$ cat src/rtl/tfn_pkg.sv
// types and constants shared by the triangle face normal unit
`timescale 1ns / 1ps
package tfn_pkg;

  localparam int unsigned SqrtSteps = 51;
  localparam int unsigned DivSteps  = 15;
  localparam int unsigned FrontSteps = 5;
  localparam logic [14:0] QMax = 15'd16384;

  typedef struct packed {
    logic signed [15:0] ax;
    logic signed [15:0] ay;
    logic signed [15:0] az;
    logic signed [15:0] bx;
    logic signed [15:0] by_coord;
    logic signed [15:0] bz;
    logic signed [15:0] cx;
    logic signed [15:0] cy;
    logic signed [15:0] cz;
  } in_t;

  typedef struct packed {
    logic signed [15:0] normal_x;
    logic signed [15:0] normal_y;
    logic signed [15:0] normal_z;
    logic               degenerate;
  } out_t;

  // square root chain payload
  typedef struct packed {
    logic [2:0][33:0] m;
    logic [2:0]       neg;
    logic [67:0]      s;
    logic [53:0]      rem;
    logic [50:0]      root;
  } sq_t;

  // division chain payload
  typedef struct packed {
    logic [2:0][65:0] r;
    logic [2:0][14:0] q;
    logic [2:0]       neg;
    logic [50:0]      len;
  } dv_t;

endpackage

$ cat src/rtl/tfn_sqrt_cell.sv
// one root bit of the length square root
`timescale 1ns / 1ps
module tfn_sqrt_cell #(
  parameter int unsigned Step = 0
) (
  input  logic         clk_i,
  input  logic         rst_ni,
  input  logic         en_i,
  input  logic         valid_i,
  input  tfn_pkg::sq_t data_i,
  output logic         valid_o,
  output tfn_pkg::sq_t data_o
);
  import tfn_pkg::*;

  localparam int unsigned Hi = 101 - 2 * Step;

  logic         valid_q;
  sq_t          data_q, data_d;
  logic [101:0] rad;
  logic [55:0]  cur, trial;

  // restoring step on the next radicand pair
  always_comb begin
    rad    = {2'b00, data_i.s, 32'd0};
    cur    = {data_i.rem, rad[Hi -: 2]};
    trial  = {3'b000, data_i.root, 2'b01};
    data_d = data_i;
    if (cur >= trial) begin
      data_d.rem  = 54'(cur - trial);
      data_d.root = {data_i.root[49:0], 1'b1};
    end else begin
      data_d.rem  = 54'(cur);
      data_d.root = {data_i.root[49:0], 1'b0};
    end
  end

  always_ff @(posedge clk_i or negedge rst_ni) begin
    if (!rst_ni) begin
      valid_q <= 1'b0;
    end else if (en_i) begin
      valid_q <= valid_i;
    end
  end

  always_ff @(posedge clk_i) begin
    if (en_i) data_q <= data_d;
  end

  assign valid_o = valid_q;
  assign data_o  = data_q;
endmodule

$ cat config.mk
export PLATFORM = sky130hd
export DESIGN_NAME = tfn_sqrt_cell
export DESIGN_NICKNAME = d
export VERILOG_FILES = /design/src/rtl/tfn_pkg.sv /design/src/rtl/tfn_sqrt_cell.sv
export SDC_FILE = /design/constraint.sdc
export NUM_CORES = 1
export LEC_CHECK = 0
export BUFFER_PORTS_ARGS = -buffer_cell sky130_fd_sc_hd__buf_2
export CORE_AREA = 2 2 221 223
export CTS_BUF_LIST = sky130_fd_sc_hd__clkbuf_4 sky130_fd_sc_hd__clkbuf_8
export CTS_CLUSTER_SIZE = 30
export DETAILED_ROUTE_END_ITERATION = 10
export DIE_AREA = 0 0 223 225
export GPL_ROUTABILITY_DRIVEN = 0
export HOLD_SLACK_MARGIN = 0.05
export PLACE_DENSITY = 0.52
export SLEW_MARGIN = 40
export SYNTH_ARGS = -nofsm -noshare
export SYNTH_HDL_FRONTEND = slang
export SYNTH_SLANG_ARGS = --single-unit
$ cat constraint.sdc
create_clock -name clk_i -period 1 [get_ports clk_i]
set_input_delay 0.05 -clock clk_i [delete_from_list [all_inputs] [get_ports clk_i]]
set_output_delay 0.05 -clock clk_i [all_outputs]
set_load 0.02 [all_outputs]
==> results of run 1 <==
==> power by group through the flow <==
stage	clock (uW)	combinational (uW)	sequential (uW)
2_1_floorplan	0	1970	16200
3_3_place_gp	0	7490	14700
3_5_place_dp	0	7550	14700
4_1_cts	12000	9640	14700
5_1_grt	12500	10900	14900
6_report	11700	10300	14800
==> sequential cells by signal, summed over array words and instances, names as in the netlist <==
name and flops:
valid_o 1, data_o 277
==> per-stage QoR <==
| step | area (sq um) | power, uW |
|---|---|---|
| 2_1_floorplan | 12000 | 18200 |
| 3_3_place_gp | 17500 | 22200 |
| 3_5_place_dp | 17500 | 22300 |
| 4_1_cts | 22700 | 36300 |
| 5_1_grt | 23500 | 38300 |
| 6_report | 23500 | 36800 |
==> tightest hold or removal path: stages <==
cell and delay, ps:
buf_2 90, nand2_1 60, o21ai_2 50
==> per-layer routing <==
metal / up-vias / global-route usage [%] / share of wire (%)
li1: 5492 / - / -
met1: 5628 / 21.8 / 37
met2: 448 / 35.8 / 50
met3: 123 / 6.70 / 7.7
met4: 14 / 10.1 / 5.3
met5: - / 0 / 0.17
==> worst paths after layout <==
check                           startpoint         end  slack, ps  cells past startpoint
worst min register to register     valid_o     valid_o        760                      3
max in group asynchronous           rst_ni     valid_o        540                      3
worst max register to register     valid_o     valid_o        -40                      3
worst max-delay path             data_i[0]  data_o[53]      -1300                     15
worst min-delay path            data_i[61]  data_o[63]       -260                      3
min in group asynchronous           rst_ni     valid_o        340                      3
==> what timing repair did <==
action,CTS,global route
resized for setup,404,206
cloned,5,2
setup buffers,17,4
endpoints found under the setup margin,333,333
hold buffers,272,3
endpoints found under the hold margin,513,7
pin swaps,21,26
==> cells by family after synthesis <==
family / after synthesis / share of synthesized area [%]
compound gates: 219 / 11.6
fa+ha+maj: 52 / 5.48
flops: 278 / 69.5
simple gates: 161 / 6.53
xor+xnor: 45 / 3.28
mux: 5 / 0.469
buf+inv: 92 / 3.10
==> area by class of cell <==
class	instances	area (sq um)
multi-input cells	482	3590
clock inverters	28	263
inverters	61	236
flip-flops and latches	278	8340
repair buffers	1101	9510
fillers	4201	24000
well taps	615	769
clock buffers	63	792
diodes	10	25.0
==> synthesized netlist by cell type, types with 3 or more instances <==
master    number
o21bai_1      11
xnor2_1       23
a211oi_1       5
o21ai_0       62
nand4_1       19
clkbuf_2       4
nor2_1        21
o21ai_1        6
o21a_1         5
nand3_1       11
nor3_1         7
xor2_1        22
or2_2          3
nand2b_1       5
mux2_2         4
a211o_1        3
a21boi_0       6
a21o_1        29
and4_1         7
a31oi_1       11
ha_1          51
buf_2          5
o31ai_1        3
edfxtp_1     277
and3_1         5
clkbuf_1      19
nand2_1       70
inv_1         60
a21oi_1       52
==> results.txt, run 1 <==
Counting both buffers and inverters, the worst setup path holds a total of 5. Net switching is 29.1% of the power. The area share of the largest cell type after synthesis is 69.3%.

The total of buffers placed on input and output ports was 560; the number of max-slew violations in the final report was 0. Number of vias per cell: 4.44. The analysis attributes to cell leakage a power of 0.0103 uW.

The worst setup path category is input pin to flop. Setup repair after global routing could not meet its margin everywhere. Clock-pin slew was measured on the worst setup and hold paths at 60 ps. The via count is 11705, and the die width is 223 microns.

The floorplan has 80 rows. Prior to clock tree synthesis, the placed netlist has a worst setup slack of -2110 ps. The ratio of cells with drive above 1 in the final layout works out to 48.5%. Sorting the synthesized cells by area gives the leading types as edfxtp_1, ha_1, o21ai_0.

Global routing finished with a remaining overflow of 0. For the net switching power, the log shows 10700 uW. The count of nets left with antenna violations once routing finished came out at 0.

The tools report the maximum resistive drop on vdd as 0.827 mV. The area growth from synthesis to layout is 96.1%. The library cell used most frequently in the layout, excluding fill and tap cells, is buf_2.

For this run, the slowest stage of the critical path takes 330 ps. The run gives 2638 as the post-layout instance count excluding filler cells. STA classifies the critical path startpoint as an input pin. The utilization after layout is 49.5%, and the DRC violations left is 0. At the worst endpoint, the required time is 1360 ps. For this design, the slowest cell found on the critical path is fa_2. The fraction of power consumed by combinational cells came out at 27.9%. The final reports fail on hold timing, setup timing. The logs give 26100 uW for the internal portion of total power and 67.6% for the normalized max-slew margin.

Global routing used 20.3% of the available tracks across all layers. STA classifies the critical path endpoint as a flop. For this run, the detailed router's first-pass iteration total came to 5. The final wirelength was 54.4 mm. Type of the worst min-delay path: input pin to flop. In this run the worst path has a maximum fanout of 5. Based on the critical path, the design can be clocked at up to 0.435 GHz. The synthesized area divided by synthesized cell count was 14.1 sq um; the worst-margin pin slew was 481 ps. Counting flops and latches in the post-synthesis netlist gives 278. Entering global routing, the biggest net connects 26 pins.

Sequential cells burn 40.2% of the power. The tree built by TritonCTS fans out to 278 sinks. Traced cell by cell, the critical path runs through buf_8 > inv_8 > ha_4 > fa_2 > a21o_1 > a31o_1 > a211o_1 > o211a_4 > a211oi_2 > buf_4 > o2111ai_2 > nand2_2 > buf_12 > buf_12 > mux2_4. The signal arrival time at the worst endpoint is 2660 ps, and the synthesized netlist net count is 1186. The minimum clock period after layout works out to 2300 ps.

Max-cap violations in this run came to 0. For this run, asynchronously set or reset flops after synthesis account for 0.360%. The height of the chip was 225 microns; the net total in the final layout was 2308. The clock network accounts for 31.8% of the total power. The top cell types in the final layout, fill and taps aside, are buf_2, edfxtp_1, dlygate4sd3_1. The iteration-0 DRC count of the detailed router is 567, and the worst hold-check slack is -259 ps.

The number of synthesized flops with an enable pin is 277, and the full die area is 50200 sq um. The clock tree root driver cell was clkbuf_8. For this configuration, the core starts out at a cell density of 25.2%. The tools report the sequential cell area fraction in the yosys report as 69.5%. The run gives 0 ps as the worst-case clock skew.

In the finished design, the share of the clock period the worst path needs comes to 230%. The first global-routing pass estimated 75.9 mm of wire. The count of distinct cell types in the synthesized netlist came out at 66.

Synthesis produced a netlist whose cell count is 852. The logs give 12000 sq um for the synthesized area and 4 for the number of endpoints with negative hold slack in the final report. The final routed wire length divided by cell count was 20.6 microns; the maximum clock path buffer count was 3. TritonCTS built the clock tree. The number of clock buffers added by TritonCTS is 50. Grouping stages by cell kind, the critical path spends the most delay in compound AO/OA/AOI/OAI gates. Once placement completed, the tool counted placed cells totaling 2238. Setup violations remaining at the end of the flow were counted as 334.

The largest total area in the synthesized netlist belongs to edfxtp_1. Summed over all failing endpoints, the final setup total negative slack is -120880 ps. Power spread over the standard cell area amounts to 1560 nW/um^2.

The clock reaches the later pin of the worst-skew pair after 600 ps. The flow ran to the end, but the final reports show violations. The tools report the synthesis warning total as 0. CTS built an H-tree with a depth of 2.

The tools report the number of primary I/O pins as 561. The number of antenna violations at the first check in global routing came out at 19. Most used flip-flop cell after synthesis: edfxtp_1. Summed over all nets, the half-perimeter wirelength after detailed placement is 38.5 mm.

The most numerous cell type found on the critical path is buf_12. The core area is 47500 sq um, and the number of global-route vias before repair is 12365. For the post-route worst setup slack, the log shows -1300 ps.
Power figures use the tool's default switching activity.
==> run 2: changes to the inputs <==
- CELL_PAD_IN_SITES_DETAIL_PLACEMENT: default -> 1
- CELL_PAD_IN_SITES_GLOBAL_PLACEMENT: default -> 2
- CORE_AREA: 2 2 221 223 -> 2 2 216 218
- DIE_AREA: 0 0 223 225 -> 0 0 218 220
- PLACE_DENSITY: 0.52 -> 0.77
- clock period: 1 -> 2.6 ns (I/O delays scaled with it)
==> results.txt, run 2 (synthesized netlist as in run 1, its figures left out) <==
The flow ran to the end, and the final reports show no timing, DRC or antenna violations. The type of the worst min-delay path is input pin to flop. The run gives 12569 (+1.6%) as the number of global-route vias before repair. The maximum resistive drop on vdd is 0.436 mV (-47%). Number of vias per cell: 4.50 (+1.4%). The full die area is 48000 sq um (-4.4%). TritonCTS built the clock tree. The logs give 11427 (-2.4%) for the via count and 0 (unchanged) for the number of max-slew violations in the final report.

The worst setup path category is input pin to flop. The tools report the total design power as 13100 uW (-65%). The placed wire-length estimate was 40.2 mm (+4.5%); the largest driver fanout on the critical path was 29 (+24). Subtracting the final worst setup slack from the clock period gives 2490 ps. The post-route worst setup slack is 109 ps (+1410 ps), and the net total in the final layout is 2217 (-3.9%). Clock transition at the register clock pins on the worst setup and hold paths after CTS: 60 ps (about the same). The DRC violations left was 0 (unchanged). The die width is 218 microns (-2.2%), and the worst-margin pin slew is 654 ps (+174 ps). The library cell used most frequently in the layout, excluding fill and tap cells, is buf_2. The total of buffers placed on input and output ports works out to 560 (unchanged). The flop-to-flop setup slack came out at 1860 ps (+1900 ps). The maximum clock path buffer count was 3 (unchanged).

The worst-case setup slack after placement is -736 ps (+1370 ps), and the area growth from synthesis to layout is 72.6%. The tools report the pin count of the biggest net entering global routing as 65 (+150%). The worst-case clock skew was 0 ps (unchanged).

The number of flip-flops in the largest register works out to 277 (unchanged). The logs give 80.3 mm (+5.8%) for the global-route wire length before repair and 22.8% (+2.5 points) for the overall track demand over capacity in global routing. The run gives 590 ps (about the same) as the clock latency on the worst-skew pair. The tools report the final wirelength as 56.5 mm (+3.9%). The number of H-tree levels was 2 (unchanged); the number of iterations in the first detailed-routing pass was 4 (-1). The number of rows created at floorplan came out at 79 (-1.3%). The max-cap check violation count is 0 (unchanged), and the required time at the endpoint of the critical path is 2930 ps (+1570 ps). The number of primary I/O pins was 561 (unchanged). The run gives 45900 sq um (-3.5%) as the core area. The iteration-0 DRC count of the detailed router was 548 (-3.4%). The height of the chip came out at 220 microns (-2.2%).

Leaving out fill and tap cells, the most frequent cells in the layout are buf_2, dlygate4sd3_1, edfxtp_1. The sink count of the clock tree was 278 (unchanged); the number of buffers created by CTS was 49 (-2.0%). The worst setup path is captured at a flop. The residual antenna-violating net count after detailed routing was 0 (unchanged); the initial standard-cell utilization of the core was 26.2% (+0.93 points). The total leakage power is 0.00917 uW (-11%). The power per cell area was 631 nW/um^2 (-60%). The normalized max-slew margin is 56.4% (-11 points), and the number of endpoints with negative hold slack in the final report is 0 (-4).

The worst setup path is launched from an input pin. The post-route setup TNS was 0 ps (+120880 ps). Clock tree root driver cell: clkbuf_8.

The signal arrival time at the worst endpoint came out at 2820 ps (+160 ps). The number of setup violations in the final report is 0 (-100%), and the ratio of final minimum period to clock period is 95.8%. The ratio of cells with drive above 1 in the final layout works out to 43.4% (-5.1 points).

Timing-limited maximum frequency: 0.401 GHz. The number of antenna violations at the first check in global routing was 16 (-3); the final routed wire length divided by cell count was 22.3 microns (+8.0%). The total congestion overflow was 0 (unchanged).

Setup repair after global routing could not meet its margin everywhere.
## run 2: cell count changes in the layout (fill, tap and decap cells not counted), sizes merged
cell         before  now
buf             824  729
bufinv            5    3
clkbuf           65   62
clkinv           19   20
diode            10   11
dlygate4sd3     275  282
## run 2: repair_timing
item                       4_1_cts  5_1_grt
gates resized for setup          2       11
hold endpoints to repair       330        0
buffers inserted                 0        1
setup endpoints to repair       27       44
hold buffers                   282        0
pin swaps                        0        2
## run 2: final cells by class
type,instances,area [sq um]
timing repair buffer,1011,7000
inverter,61,236
clock inverter,27,205
fill,5107,25200
multi-input combinational,482,3360
clock buffer,62,778
antenna,11,27.5
sequential,278,8340
tap,607,759
## run 2: report_power, final
| part | leakage [uW] | internal [uW] | switching [uW] |
|---|---|---|---|
| sequential | 0.00272 | 5460 | 148 |
| clock | 0.000510 | 2270 | 2000 |
| combinational | 0.00594 | 1370 | 1820 |
| total | 0.00917 | 9100 | 3960 |
## run 2: worst paths after layout
check	cells past startpoint	to	start
max reg2reg	1	valid_o	valid_o
min	3	data_o[54]	data_i[52]
min in group asynchronous	3	valid_o	rst_ni
max	14	data_o[74]	data_i[0]
min reg2reg	1	valid_o	valid_o
max in group asynchronous	3	valid_o	rst_ni
## run 2: metal layers
metal	track usage, %	vias up	wire (microns)
met3	6.32	131	3930
met4	13.0	12	3000
met5	0	-	83
li1	-	5299	-
met2	38.9	443	28100
met1	25.6	5542	21400
## run 2: worst max-delay path: stages
cell and delay (ps):
buf_2 150, inv_8 30, ha_4 150, fa_2 360, a21o_1 210, a31o_1 200
a211o_1 320, o211a_4 160, a211oi_4 310, o2111ai_2 160, nand2_4 160, buf_12 150
buf_12 170, o21ai_0 120
## run 2: per-stage QoR
step / utilization (%) / instance area, sq um / hold WS, ps / cells
after CTS: 45.0 / 20600 / 97.5 / 2527
after detailed placement: 36.7 / 16800 / -93.9 / 2156
final: 45.2 / 20700 / 144 / 2539
after global placement: 36.7 / 16800 / -94.8 / 2156
after global routing: 45.1 / 20700 / 118 / 2533
after floorplan: - / 12000 / -166 / 852
